===== src/rtl/rbnp_pkg.sv =====
// Shared types and constants for the nearest ray/box pick block.
// Holds the item words, config register codes, state codes and the
// command/status structs used between controller and datapath.
package rbnp_pkg;

  // Default fraction bits of the fixed-point coordinates
  localparam int FRAC_BITS_DEF = 16;

  localparam int COORD_W   = 32;
  localparam int ID_W      = 32;
  localparam int DIST_W    = 31;
  localparam int CFG_IDX_W = 3;
  localparam int NUM_AXES  = 3;

  // Configuration register indexes
  typedef enum logic [CFG_IDX_W-1:0] {
    CFG_ORIGIN_X = 3'd0,
    CFG_ORIGIN_Y = 3'd1,
    CFG_ORIGIN_Z = 3'd2,
    CFG_DIR_X    = 3'd3,
    CFG_DIR_Y    = 3'd4,
    CFG_DIR_Z    = 3'd5
  } cfg_reg_e;

  // Input word: one box
  typedef struct packed {
    logic signed [COORD_W-1:0] box_min_x;
    logic signed [COORD_W-1:0] box_min_y;
    logic signed [COORD_W-1:0] box_min_z;
    logic signed [COORD_W-1:0] box_max_x;
    logic signed [COORD_W-1:0] box_max_y;
    logic signed [COORD_W-1:0] box_max_z;
    logic [ID_W-1:0]           object_id;
    logic                      box_enabled;
    logic                      last_box;
  } box_t;

  // Result word: outcome of one pick
  typedef struct packed {
    logic              found;
    logic [ID_W-1:0]   selected_id;
    logic [DIST_W-1:0] hit_distance;
  } res_t;

  // Controller states, one-hot
  typedef enum logic [6:0] {
    S_IDLE   = 7'b0000001,
    S_START  = 7'b0000010,
    S_DIV    = 7'b0000100,
    S_SLAB   = 7'b0001000,
    S_PAIR   = 7'b0010000,
    S_MERGE  = 7'b0100000,
    S_DECIDE = 7'b1000000
  } rbnp_state_e;

  // Controller to datapath commands
  typedef struct packed {
    logic load;
    logic div_start;
    logic slab;
    logic pair;
    logic merge;
    logic decide;
  } rbnp_cmd_t;

  // Datapath to controller status
  typedef struct packed {
    logic div_done;
    logic last;
    logic out_busy;
  } rbnp_stat_t;

endpackage


===== src/rtl/rbnp_div.sv =====
// Iterative restoring divider: (num << FRAC_BITS) / den, truncated toward zero.
// One quotient bit per cycle. Depends on rbnp_pkg.
module rbnp_div import rbnp_pkg::*; #(
  parameter int FRAC_BITS = FRAC_BITS_DEF
) (
  input  logic                     clk_i,
  input  logic                     rst_ni,
  input  logic                     start_i,
  input  logic signed [32:0]       num_i,
  input  logic signed [31:0]       den_i,
  output logic                     busy_o,
  output logic signed [33+FRAC_BITS:0] quot_o
);

  localparam int QW = 33 + FRAC_BITS;
  localparam int TW = QW + 1;
  localparam int CW = $clog2(QW);

  logic          busy_q;
  logic [CW-1:0] cnt_q;
  logic [QW-1:0] dvd_q;
  logic [31:0]   rem_q;
  logic [31:0]   dvs_q;
  logic          neg_q;

  logic [32:0]   mag_n;
  logic [32:0]   mag_d;
  logic [32:0]   rem_sh;
  logic [33:0]   diff;
  logic          ge;
  logic [TW-1:0] q_pos;

  // operand magnitudes
  always_comb begin
    mag_n = num_i[32] ? (33'd0 - num_i) : num_i;
    mag_d = den_i[31] ? (33'd0 - {den_i[31], den_i}) : {1'b0, den_i};
  end

  // one restoring step
  always_comb begin
    rem_sh = {rem_q, dvd_q[QW-1]};
    diff   = {1'b0, rem_sh} - {2'b00, dvs_q};
    ge     = ~diff[33];
  end

  // iteration control
  always_ff @(posedge clk_i or negedge rst_ni) begin
    if (!rst_ni) begin
      busy_q <= 1'b0;
      cnt_q  <= '0;
    end else if (start_i) begin
      busy_q <= 1'b1;
      cnt_q  <= CW'(QW - 1);
    end else if (busy_q) begin
      cnt_q <= cnt_q - 1'b1;
      if (cnt_q == '0) begin
        busy_q <= 1'b0;
      end
    end
  end

  // dividend shifts out at the top, quotient bits shift in at the bottom
  always_ff @(posedge clk_i) begin
    if (start_i) begin
      dvd_q <= {mag_n, {FRAC_BITS{1'b0}}};
      rem_q <= '0;
      dvs_q <= mag_d[31:0];
      neg_q <= num_i[32] ^ den_i[31];
    end else if (busy_q) begin
      dvd_q <= {dvd_q[QW-2:0], ge};
      rem_q <= ge ? diff[31:0] : rem_sh[31:0];
    end
  end

  // apply sign
  assign q_pos  = {1'b0, dvd_q};
  assign quot_o = neg_q ? (TW'(0) - q_pos) : q_pos;
  assign busy_o = busy_q;

endmodule


===== src/rtl/rbnp_datapath.sv =====
// Datapath: ray registers, box capture, six slab dividers, entry/exit merge
// and the nearest-hit tracker with its result register. Depends on rbnp_pkg.
module rbnp_datapath import rbnp_pkg::*; #(
  parameter int FRAC_BITS = FRAC_BITS_DEF
) (
  input  logic                 clk_i,
  input  logic                 rst_ni,
  input  logic                 cfg_valid_i,
  output logic                 cfg_ready_o,
  input  logic [CFG_IDX_W-1:0] cfg_index_i,
  input  logic [COORD_W-1:0]   cfg_data_i,
  input  box_t                 box_i,
  output logic                 res_valid_o,
  input  logic                 res_stall_i,
  output res_t                 res_o,
  input  rbnp_cmd_t            cmd_i,
  output rbnp_stat_t           stat_o
);

  localparam int QW = 33 + FRAC_BITS;
  localparam int TW = QW + 1;
  localparam logic signed [TW-1:0] T_ZERO = '0;
  localparam logic signed [TW-1:0] T_INF  = {1'b0, {(TW-1){1'b1}}};

  logic signed [COORD_W-1:0] org_q [NUM_AXES];
  logic signed [COORD_W-1:0] dir_q [NUM_AXES];
  box_t                      box_q;

  logic signed [COORD_W-1:0] lo [NUM_AXES];
  logic signed [COORD_W-1:0] hi [NUM_AXES];
  logic signed [32:0]        num_lo [NUM_AXES];
  logic signed [32:0]        num_hi [NUM_AXES];
  logic signed [TW-1:0]      t_lo [NUM_AXES];
  logic signed [TW-1:0]      t_hi [NUM_AXES];
  logic [NUM_AXES-1:0]       busy_lo;
  logic [NUM_AXES-1:0]       busy_hi;
  logic [NUM_AXES-1:0]       par_miss;

  logic signed [TW-1:0]      ent_q [NUM_AXES];
  logic signed [TW-1:0]      ext_q [NUM_AXES];
  logic                      par_miss_q;
  logic signed [TW-1:0]      n01_q, n2_q, f01_q, f2_q;
  logic signed [TW-1:0]      near_q, far_q;

  logic                      hit_seen_q;
  logic [ID_W-1:0]           best_id_q;
  logic [DIST_W-1:0]         best_dist_q;
  logic                      res_valid_q;
  res_t                      res_q;

  logic                      hit;
  logic [DIST_W-1:0]         box_dist;
  logic                      take;
  logic                      nxt_seen;
  logic [ID_W-1:0]           nxt_id;
  logic [DIST_W-1:0]         nxt_dist;

  // ray registers, written through the config port
  assign cfg_ready_o = 1'b1;

  always_ff @(posedge clk_i or negedge rst_ni) begin
    if (!rst_ni) begin
      for (int a = 0; a < NUM_AXES; a++) begin
        org_q[a] <= '0;
        dir_q[a] <= '0;
      end
    end else if (cfg_valid_i) begin
      unique case (cfg_index_i)
        CFG_ORIGIN_X: org_q[0] <= cfg_data_i;
        CFG_ORIGIN_Y: org_q[1] <= cfg_data_i;
        CFG_ORIGIN_Z: org_q[2] <= cfg_data_i;
        CFG_DIR_X:    dir_q[0] <= cfg_data_i;
        CFG_DIR_Y:    dir_q[1] <= cfg_data_i;
        CFG_DIR_Z:    dir_q[2] <= cfg_data_i;
        default: ;
      endcase
    end
  end

  // box capture
  always_ff @(posedge clk_i) begin
    if (cmd_i.load) begin
      box_q <= box_i;
    end
  end

  // per-axis slab numerators and parallel-axis misses
  always_comb begin
    lo[0] = box_q.box_min_x;
    lo[1] = box_q.box_min_y;
    lo[2] = box_q.box_min_z;
    hi[0] = box_q.box_max_x;
    hi[1] = box_q.box_max_y;
    hi[2] = box_q.box_max_z;
    for (int a = 0; a < NUM_AXES; a++) begin
      num_lo[a]   = {lo[a][COORD_W-1], lo[a]} - {org_q[a][COORD_W-1], org_q[a]};
      num_hi[a]   = {hi[a][COORD_W-1], hi[a]} - {org_q[a][COORD_W-1], org_q[a]};
      par_miss[a] = (dir_q[a] == '0) && ((org_q[a] < lo[a]) || (org_q[a] > hi[a]));
    end
  end

  // six dividers, all started together
  for (genvar a = 0; a < NUM_AXES; a++) begin : g_axis
    rbnp_div #(.FRAC_BITS(FRAC_BITS)) u_div_lo (
      .clk_i   (clk_i),
      .rst_ni  (rst_ni),
      .start_i (cmd_i.div_start),
      .num_i   (num_lo[a]),
      .den_i   (dir_q[a]),
      .busy_o  (busy_lo[a]),
      .quot_o  (t_lo[a])
    );
    rbnp_div #(.FRAC_BITS(FRAC_BITS)) u_div_hi (
      .clk_i   (clk_i),
      .rst_ni  (rst_ni),
      .start_i (cmd_i.div_start),
      .num_i   (num_hi[a]),
      .den_i   (dir_q[a]),
      .busy_o  (busy_hi[a]),
      .quot_o  (t_hi[a])
    );
  end

  // order entry/exit per axis; parallel axes impose no limit
  always_ff @(posedge clk_i) begin
    if (cmd_i.slab) begin
      for (int a = 0; a < NUM_AXES; a++) begin
        if (dir_q[a] == '0) begin
          ent_q[a] <= T_ZERO;
          ext_q[a] <= T_INF;
        end else if (t_lo[a] > t_hi[a]) begin
          ent_q[a] <= t_hi[a];
          ext_q[a] <= t_lo[a];
        end else begin
          ent_q[a] <= t_lo[a];
          ext_q[a] <= t_hi[a];
        end
      end
      par_miss_q <= |par_miss;
    end
  end

  // near/far reduction in two steps
  always_ff @(posedge clk_i) begin
    if (cmd_i.pair) begin
      n01_q <= (ent_q[0] > ent_q[1]) ? ent_q[0] : ent_q[1];
      n2_q  <= (ent_q[2] > T_ZERO) ? ent_q[2] : T_ZERO;
      f01_q <= (ext_q[0] < ext_q[1]) ? ext_q[0] : ext_q[1];
      f2_q  <= ext_q[2];
    end
    if (cmd_i.merge) begin
      near_q <= (n01_q > n2_q) ? n01_q : n2_q;
      far_q  <= (f01_q < f2_q) ? f01_q : f2_q;
    end
  end

  // hit decision and best-so-far update
  always_comb begin
    hit      = box_q.box_enabled && !par_miss_q && (near_q <= far_q) && !far_q[TW-1];
    box_dist = (|near_q[TW-1:DIST_W]) ? {DIST_W{1'b1}} : near_q[DIST_W-1:0];
    take     = hit && (!hit_seen_q || (box_dist < best_dist_q));
    nxt_seen = hit_seen_q | take;
    nxt_id   = take ? box_q.object_id : best_id_q;
    nxt_dist = take ? box_dist : best_dist_q;
  end

  always_ff @(posedge clk_i or negedge rst_ni) begin
    if (!rst_ni) begin
      hit_seen_q  <= 1'b0;
      best_id_q   <= '0;
      best_dist_q <= '1;
    end else if (cmd_i.decide) begin
      if (box_q.last_box) begin
        hit_seen_q  <= 1'b0;
        best_id_q   <= '0;
        best_dist_q <= '1;
      end else begin
        hit_seen_q  <= nxt_seen;
        best_id_q   <= nxt_id;
        best_dist_q <= nxt_dist;
      end
    end
  end

  // result register
  always_ff @(posedge clk_i or negedge rst_ni) begin
    if (!rst_ni) begin
      res_valid_q <= 1'b0;
    end else if (cmd_i.decide && box_q.last_box) begin
      res_valid_q <= 1'b1;
    end else if (!res_stall_i) begin
      res_valid_q <= 1'b0;
    end
  end

  always_ff @(posedge clk_i) begin
    if (cmd_i.decide && box_q.last_box) begin
      res_q.found        <= nxt_seen;
      res_q.selected_id  <= nxt_seen ? nxt_id : '0;
      res_q.hit_distance <= nxt_seen ? nxt_dist : '0;
    end
  end

  assign res_valid_o     = res_valid_q;
  assign res_o           = res_q;
  assign stat_o.div_done = ~|{busy_lo, busy_hi};
  assign stat_o.last     = box_q.last_box;
  assign stat_o.out_busy = res_valid_q && res_stall_i;

`ifndef SYNTHESIS
  // an empty tracker carries its cleared values
  a_clear_tracker : assert property (@(posedge clk_i) disable iff (!rst_ni)
    !hit_seen_q |-> (best_id_q == '0) && (best_dist_q == '1))
    else $error("tracker holds data without a hit");

  // a miss result carries zero id and distance
  a_miss_zero : assert property (@(posedge clk_i) disable iff (!rst_ni)
    res_valid_q && !res_q.found |-> (res_q.selected_id == '0) && (res_q.hit_distance == '0))
    else $error("miss result with nonzero fields");
`endif

endmodule


===== src/rtl/rbnp_ctrl.sv =====
// Controller state machine: box acceptance, divider start, merge steps and
// the decide step, which for a closing box is held while a finished result is still stalled. Uses rbnp_pkg.
module rbnp_ctrl import rbnp_pkg::*; (
  input  logic       clk_i,
  input  logic       rst_ni,
  input  logic       box_valid_i,
  output logic       box_stall_o,
  input  rbnp_stat_t stat_i,
  output rbnp_cmd_t  cmd_o
);

  rbnp_state_e state_q, state_d;

  // next state and commands
  always_comb begin
    state_d = state_q;
    cmd_o   = '0;
    unique case (state_q)
      S_IDLE: begin
        if (box_valid_i) begin
          cmd_o.load = 1'b1;
          state_d    = S_START;
        end
      end
      S_START: begin
        cmd_o.div_start = 1'b1;
        state_d         = S_DIV;
      end
      S_DIV: begin
        if (stat_i.div_done) begin
          state_d = S_SLAB;
        end
      end
      S_SLAB: begin
        cmd_o.slab = 1'b1;
        state_d    = S_PAIR;
      end
      S_PAIR: begin
        cmd_o.pair = 1'b1;
        state_d    = S_MERGE;
      end
      S_MERGE: begin
        cmd_o.merge = 1'b1;
        state_d     = S_DECIDE;
      end
      S_DECIDE: begin
        // the closing box waits for the result register to drain
        if (!(stat_i.last && stat_i.out_busy)) begin
          cmd_o.decide = 1'b1;
          state_d      = S_IDLE;
        end
      end
      default: state_d = S_IDLE;
    endcase
  end

  always_ff @(posedge clk_i or negedge rst_ni) begin
    if (!rst_ni) begin
      state_q <= S_IDLE;
    end else begin
      state_q <= state_d;
    end
  end

  assign box_stall_o = (state_q != S_IDLE);

`ifndef SYNTHESIS
  // the slab step only follows finished division
  a_div_exit : assert property (@(posedge clk_i) disable iff (!rst_ni)
    (state_q == S_DIV) && (state_d != S_DIV) |-> stat_i.div_done)
    else $error("left division before dividers finished");

  // a result is never written over one still stalled
  a_no_overwrite : assert property (@(posedge clk_i) disable iff (!rst_ni)
    cmd_o.decide && stat_i.last |-> !stat_i.out_busy)
    else $error("result register overwritten while stalled");
`endif

endmodule


===== src/rtl/ray_box_nearest_pick.sv =====
// Nearest ray/box pick: a box is not accepted until the previous one has been
// divided, reduced and decided; the result word becomes valid once its closing
// box has passed the decide step. The pace is set by the six restoring dividers,
// one quotient bit per cycle over FRAC_BITS+33 bits.
// Asynchronous active-low reset clears the ray to zero and empties the tracker.
module ray_box_nearest_pick import rbnp_pkg::*; #(
  parameter int FRAC_BITS = FRAC_BITS_DEF
) (
  input  logic                 clk_i,
  input  logic                 rst_ni,
  input  logic                 cfg_valid_i,
  output logic                 cfg_ready_o,
  input  logic [CFG_IDX_W-1:0] cfg_index_i,
  input  logic [COORD_W-1:0]   cfg_data_i,
  input  logic                 box_valid_i,
  output logic                 box_stall_o,
  input  box_t                 box_i,
  output logic                 res_valid_o,
  input  logic                 res_stall_i,
  output res_t                 res_o
);

  rbnp_cmd_t  cmd;
  rbnp_stat_t stat;

  // sequencing
  rbnp_ctrl u_ctrl (
    .clk_i       (clk_i),
    .rst_ni      (rst_ni),
    .box_valid_i (box_valid_i),
    .box_stall_o (box_stall_o),
    .stat_i      (stat),
    .cmd_o       (cmd)
  );

  // arithmetic and storage
  rbnp_datapath #(.FRAC_BITS(FRAC_BITS)) u_datapath (
    .clk_i       (clk_i),
    .rst_ni      (rst_ni),
    .cfg_valid_i (cfg_valid_i),
    .cfg_ready_o (cfg_ready_o),
    .cfg_index_i (cfg_index_i),
    .cfg_data_i  (cfg_data_i),
    .box_i       (box_i),
    .res_valid_o (res_valid_o),
    .res_stall_i (res_stall_i),
    .res_o       (res_o),
    .cmd_i       (cmd),
    .stat_o      (stat)
  );

endmodule


===== config.mk =====
export PLATFORM = sky130hd
export DESIGN_NAME = ray_box_nearest_pick
export DESIGN_NICKNAME = d
export VERILOG_FILES = /design/src/rtl/rbnp_pkg.sv /design/src/rtl/rbnp_div.sv /design/src/rtl/rbnp_datapath.sv /design/src/rtl/rbnp_ctrl.sv /design/src/rtl/ray_box_nearest_pick.sv
export SDC_FILE = /design/constraint.sdc
export NUM_CORES = 2
export LEC_CHECK = 0
export BUFFER_PORTS_ARGS = -buffer_cell sky130_fd_sc_hd__buf_2
export CAP_MARGIN = 30
export CORE_MARGIN = 2
export CORE_UTILIZATION = 40
export CTS_CLUSTER_DIAMETER = 150
export DETAILED_ROUTE_END_ITERATION = 8
export PLACE_DENSITY = 0.56
export SETUP_SLACK_MARGIN = 0.1
export SYNTH_ARGS = -nofsm -noshare
export SYNTH_HDL_FRONTEND = slang
export SYNTH_SLANG_ARGS = --single-unit

===== constraint.sdc =====
create_clock -name clk_i -period 21.5 [get_ports clk_i]
set_input_delay 1.075 -clock clk_i [delete_from_list [all_inputs] [get_ports clk_i]]
set_output_delay 1.075 -clock clk_i [all_outputs]
set_load 0.05 [all_outputs]

# Word level (Yosys, flattened, before mapping)
# Memory sizes are Yosys's and may differ from the RTL's. A register that Yosys moved wholly into a read port is not among the register bits.
# Index checks and enable logic that the tools add are counted.
# totals
register_bits	1435
latchBits	0
ramBits	300
mem_bits_ro	0
in_bits	266
wordCells	339
memories	2
# op_classes
addsub	33
mul	0
div	0
n_lt_le_gt_ge	16
eq_ne	17
shifts	0
n_mux	132
bitwise	25
n_reduce_logical	43
# memory_table
memory	words	width	rd	rd_ports_with_merged_regs	wr	line_no	text
u_datapath.ent_q	3	50	3	0	3	rbnp_datapath.sv:39	logic signed [TW-1:0] ent_q [NUM_AXES];
u_datapath.ext_q	3	50	3	1	3	rbnp_datapath.sv:40	logic signed [TW-1:0] ext_q [NUM_AXES];
# ops
operator	count
$mux 50	22
$mux 49	12
$sub 1x49->50 const A	6
$mux 32	8
$gt 50x50->1	5
$sub 33x32->34	6
$mux 33	6
$sub 1x33->33 const A	6
$sub 32x32->33	6
$mux 31	6
$lt 50x50->1	2
$gt 32x32->1	3
$logic_not 32->1	3
$lt 32x32->1	3
$sub 1x32->32 const A	3
$mux 6	12
$mux 1	62
$gt 50x1->1 const B	1
$le 50x50->1	1
$pmux 7 s7	1
$logic_not 6->1	6
$sub 6x1->6 const B	6
$lt 31x31->1	1
$mux 7	3
other kinds (26)	76

# Depth between registers and ports, before layout
# logic_depth
word_depth	9
depth_mapped	27
ltp_nobuf	25

# Cells and area by module
# A second synthesis with hierarchy kept.
# hier_totals
hier_cells	11967
area_unflattened_um2	119124.2
# by_module_without_submodules
module	instances	cells_each	area_per_inst_um2	seq_area_each_um2
rbnp_datapath	1	5890	65577.9	33225.6
rbnp_div (u_datapath.g_axis[0].u_div_hi ...)	3	1051	9006.1	3118.0
rbnp_div (u_datapath.g_axis[2].u_div_lo)	1	965	8724.6	3118.0
rbnp_div (u_datapath.g_axis[2].u_div_hi)	1	954	8703.3	3118.0
rbnp_div (u_datapath.g_axis[1].u_div_hi)	1	955	8627.0	3118.0
rbnp_ctrl	1	50	473.0	176.4

# Worst setup path after synthesis
# OpenSTA, ideal clock, no wires.
# synth_path
path_type	reg2reg
start	register u_ctrl.state_q[1]
end	register u_datapath.f01_q[0], enable pin
setup_ns	1.048
t_arrival_ns	15.592
required_ns	20.452
slack_ns	4.861
stages_incl_launch_ff	4
n_path_buf	0
period_less_slack_ns	16.639
path_cell_list	dfrtp_1 or3_1 or3_1 nor3b_1
# synth_via
elab_chain_len	2
# synth_lines
item	line_no	text
start: declaration	rbnp_ctrl.sv:12	rbnp_state_e state_q, state_d;
start signal: assignment	rbnp_ctrl.sv:61	state_q <= state_d;
$eq 7x5->1	rbnp_ctrl.sv:18	unique case (state_q)
$mux 1	rbnp_ctrl.sv:18	
end signal: assignment	rbnp_datapath.sv:148	f01_q <= (ext_q[0] < ext_q[1]) ? ext_q[0] : ext_q[1];
end: declaration	rbnp_datapath.sv:42	logic signed [TW-1:0] n01_q, n2_q, f01_q, f2_q;
# Every way passes these cells.
# A chain may end at the register's enable or synchronous reset.

==> impl_metrics.env <==
export IMPL_hp_class="input pin to async pin"
export IMPL_ios=333
export IMPL_leakage_nw=50.59
export IMPL_layout_common_cells="edfxtp_1, o21ai_0, nand2_1, ha_1, inv_1"
export IMPL_grt_max_degree=163
export IMPL_finalMaxSlewViolations=0
export IMPL_worst_skew_pair_late_latency_ns=0.90
export IMPL_clock_sinks=1785
export IMPL_fill_cells=26330
export IMPL_grt_pass1_vias=82830
export IMPL_fin_tns_setup_ns=0
export IMPL_vias=87450
export IMPL_relSlewSlack_pct=15.03
export IMPL_final_common_cell="edfxtp_1"
export IMPL_worst_pin_slew_ns=1.275
export IMPL_final_core_util_pct=44.84
export IMPL_end_kind="flip-flop"
export IMPL_seqCellArea_sq_um=49230
export IMPL_io_buffers=331
export IMPL_drc=0
export IMPL_antenna_found_initial=26
export IMPL_placed_area_sq_um=117500
export IMPL_crit_arrival_ns=8.69
export IMPL_worst_ep_required_time_ns=22.10
export IMPL_dp_hpwl_um=255800
export IMPL_skew_ns=0.05870
export IMPL_finalNetCount=12580
export IMPL_dr_pass1_iters=6
export IMPL_wl_per_cell_um=22.17
export IMPL_fin_ws_ns=13.41
export IMPL_max_clock_freq_ghz=0.1235
export IMPL_gr_total_overflow=0
export IMPL_rows=194
export IMPL_routed_wl_um=340900
export IMPL_slowest_delay_ns=0.80
export IMPL_cts_tree="done"
export IMPL_post_cts_buffers=0
export IMPL_fin_cells=15380
export IMPL_drv_cap=0
export IMPL_dp_cells=14950
export IMPL_ys_top_cells_by_area="edfxtp_1, ha_1, dfrtp_1, dfxtp_1, o21ai_0"
export IMPL_core_area_sq_um=278700
export IMPL_path_cells="or4_1, or3_1, or3_1, nand2b_1, nor4_1, nand4_1, o41ai_1, xor2_1, ha_1, nand4_1, or2_2, nor3_1, nand3_1, nand3b_1, or2_2, o221ai_1, xor2_4, nor2_4, buf_4, mux2i_1, nor2_1"
export IMPL_async_flop_share_pct=17.14
export IMPL_pre_cts_slack_ns=13.57
export IMPL_finalHoldViolations=0
export IMPL_use_met2_pct=36.25
export IMPL_numCtsBuffers=210
export IMPL_yosys_warnings=0
export IMPL_p_seq_share_pct=29.2
export IMPL_crit_fanout=83
export IMPL_path_class="flip-flop to flip-flop"
export IMPL_dieArea_sq_um=283700
export IMPL_yosys_area_top_type="edfxtp_1"
export IMPL_clockBufferDepth=4
export IMPL_yosys_area_top_type_share_pct=31.99
export IMPL_cts_resized_gates=0
export IMPL_grt_pass1_wl_um=510900
export IMPL_start_util_pct=40.12
export IMPL_ant_nets=0
export IMPL_syn_nets=12400
export IMPL_syn_area_per_cell_sq_um=9.917
export IMPL_gp_congestion=0.9399
export IMPL_synth_edf_count=1191
export IMPL_syn_inst=11270
export IMPL_combPwrFrac_pct=50.3
export IMPL_rsz0062_at_grt="false"
export IMPL_startpoint_type="flip-flop"
export IMPL_vias_per_cell=5.687
export IMPL_syn_to_final_growth_pct=11.77
export IMPL_outcome="finished clean"
export IMPL_cts_hold_buf=0
export IMPL_crit_slowest_cell="buf_4"
export IMPL_synth_seq_cells=1785
export IMPL_root_buffer="clkbuf_16"
export IMPL_period_minus_slack_ns=8.095
export IMPL_netSwitchingFraction_pct=43.04
export IMPL_syn_area_sq_um=111800
export IMPL_fin_hold_ws_ns=0.2477
export IMPL_die_w_um=532.7
export IMPL_yosys_most_used_dff="edfxtp_1"
export IMPL_use_met3_pct=3.359
export IMPL_h_tree_depth=4
export IMPL_drt_initial_drc_count=7506
export IMPL_setup_viol=0
export IMPL_ys_types=98
export IMPL_power_internal_mw=10.38
export IMPL_dieHeight_um=532.7
export IMPL_busiest_layer="met2"
export IMPL_multiInputGateArea_sq_um=58330
export IMPL_power_frac_clock_pct=20.4
export IMPL_fin_area_sq_um=125000
export IMPL_p_switching_mw=7.840
export IMPL_finalCritPeriodShare_pct=37.65
export IMPL_grt_total_usage_pct=23.18
export IMPL_ir_worst_vdd_uv=133.5
export IMPL_grt_use_met1_pct=33.37
export IMPL_drive_above_1_share_pct=11.48
export IMPL_total_power_mw=18.22
export IMPL_seq_area_frac_synth_pct=44.03
export IMPL_clkTransAtPathRegs_ns=0.06
export IMPL_power_density_nw_per_um2=145.8
kinds of logic (layout without fill, tap and decap cells):
kind of cell	after synthesis	count (layout)	synth area share, %
other	2	22	0.006717
adder cells (fa/ha/maj)	857	857	9.671
buffers and inverters	1210	1569	4.068
AND/OR/NAND/NOR	3024	3024	13.14
multiplexers	576	576	5.601
XOR/XNOR	859	859	6.729
AO/OA/AOI/OAI	2961	2961	16.75
flip-flops	1785	1785	44.03
registers in the layout, summed over array words and instances, names as in the netlist, 50 cells and up:
name	count
u_datapath.box_q	225
u_datapath.dir_q	96
u_datapath.ent_q	150
u_datapath.ext_q	150
u_datapath.f01_q	50
u_datapath.f2_q	50
u_datapath.far_q	50
u_datapath.g_axis.u_div_hi.dvd_q	147
u_datapath.g_axis.u_div_hi.rem_q	96
u_datapath.g_axis.u_div_lo.dvd_q	147
u_datapath.g_axis.u_div_lo.dvs_q	96
u_datapath.g_axis.u_div_lo.rem_q	96
u_datapath.n01_q	50
u_datapath.n2_q	50
u_datapath.near_q	50
u_datapath.org_q	96
u_datapath.res_o	64
metal layers:
layer / share of wire [%] / vias to the layer above / routed length (um)
li1: - / 41730 / -
met1: 46 / 42640 / 157500
met2: 45 / 2660 / 151800
met3: 6.7 / 420 / 22780
met4: 2.6 / 2 / 8919
met5: 0.0038 / - / 13
path summary, 6_finish.rpt:
check                      slack (ns)  cells after the start                                     from                              endpoint
max                             13.41                     21  u_datapath.g_axis[1].u_div_hi.dvd_q[10]               u_datapath.ext_q[1][49]
min                              0.25                      1                                   rst_ni                 u_datapath.hit_seen_q
max reg2reg                     13.41                     21  u_datapath.g_axis[1].u_div_hi.dvd_q[10]               u_datapath.ext_q[1][49]
min reg2reg                      0.42                      0                   u_datapath.ext_q[2][3]                    u_datapath.f2_q[3]
max in group asynchronous       19.24                      3                                   rst_ni  u_datapath.g_axis[1].u_div_hi.busy_o
min in group clk_i               0.35                      1                               box_i[130]                 u_datapath.box_q[130]
critical path, delay by kind of cell, from the launching register on:
kind	cells	cell delay, ns
AOI/OAI and AO/OA	2	0.78
xor gates and xnor gates	2	0.31
adders and majority gates	1	0.33
buffers and inverters	1	0.80
DFF	1	0.37
muxes	1	0.27
and+or+nand+nor	14	4.90
cell usage after synthesis (53+ instances only):
library cell / number
nor2_1: 703
o21ai_0: 991
nand2_1: 935
dfxtp_1: 288
a21oi_1: 594
nor4_1: 76
o211ai_1: 62
a22o_1: 53
xnor2_1: 473
dfrtp_1: 274
a31oi_1: 87
ha_1: 845
edfxtp_1: 1191
or3_1: 92
o21a_1: 65
nor2b_1: 122
a21o_1: 329
nor3_1: 224
o31ai_1: 204
o41ai_1: 70
a211oi_1: 199
nand3_1: 231
or4_1: 82
nand2b_1: 123
mux2_2: 395
and2_1: 82
inv_1: 732
xor2_1: 386
clkbuf_1: 448
nand4_1: 149
mux2i_1: 179
cell type report:
cell class,count,share of cell area [%]
flip-flops and latches,1785,39.40
repair buffers,444,2.229
well taps,3724,3.729
clock buffers,274,4.604
multi-input cells,8279,46.68
diodes,20,0.04005
inverters,732,2.212
clock inverters,119,1.105
power by group through the flow:
stage / Sequential (mW) / Combinational, mW / Clock [mW]
after floorplan: 5.13 / 6.85 / 0
after global placement: 5.35 / 8.80 / 0
after detailed placement: 5.37 / 9.02 / 0
after CTS: 5.31 / 9.07 / 3.79
after global routing: 5.42 / 10.2 / 3.92
final: 5.33 / 9.17 / 3.72
Power figures use the tool's default switching activity.
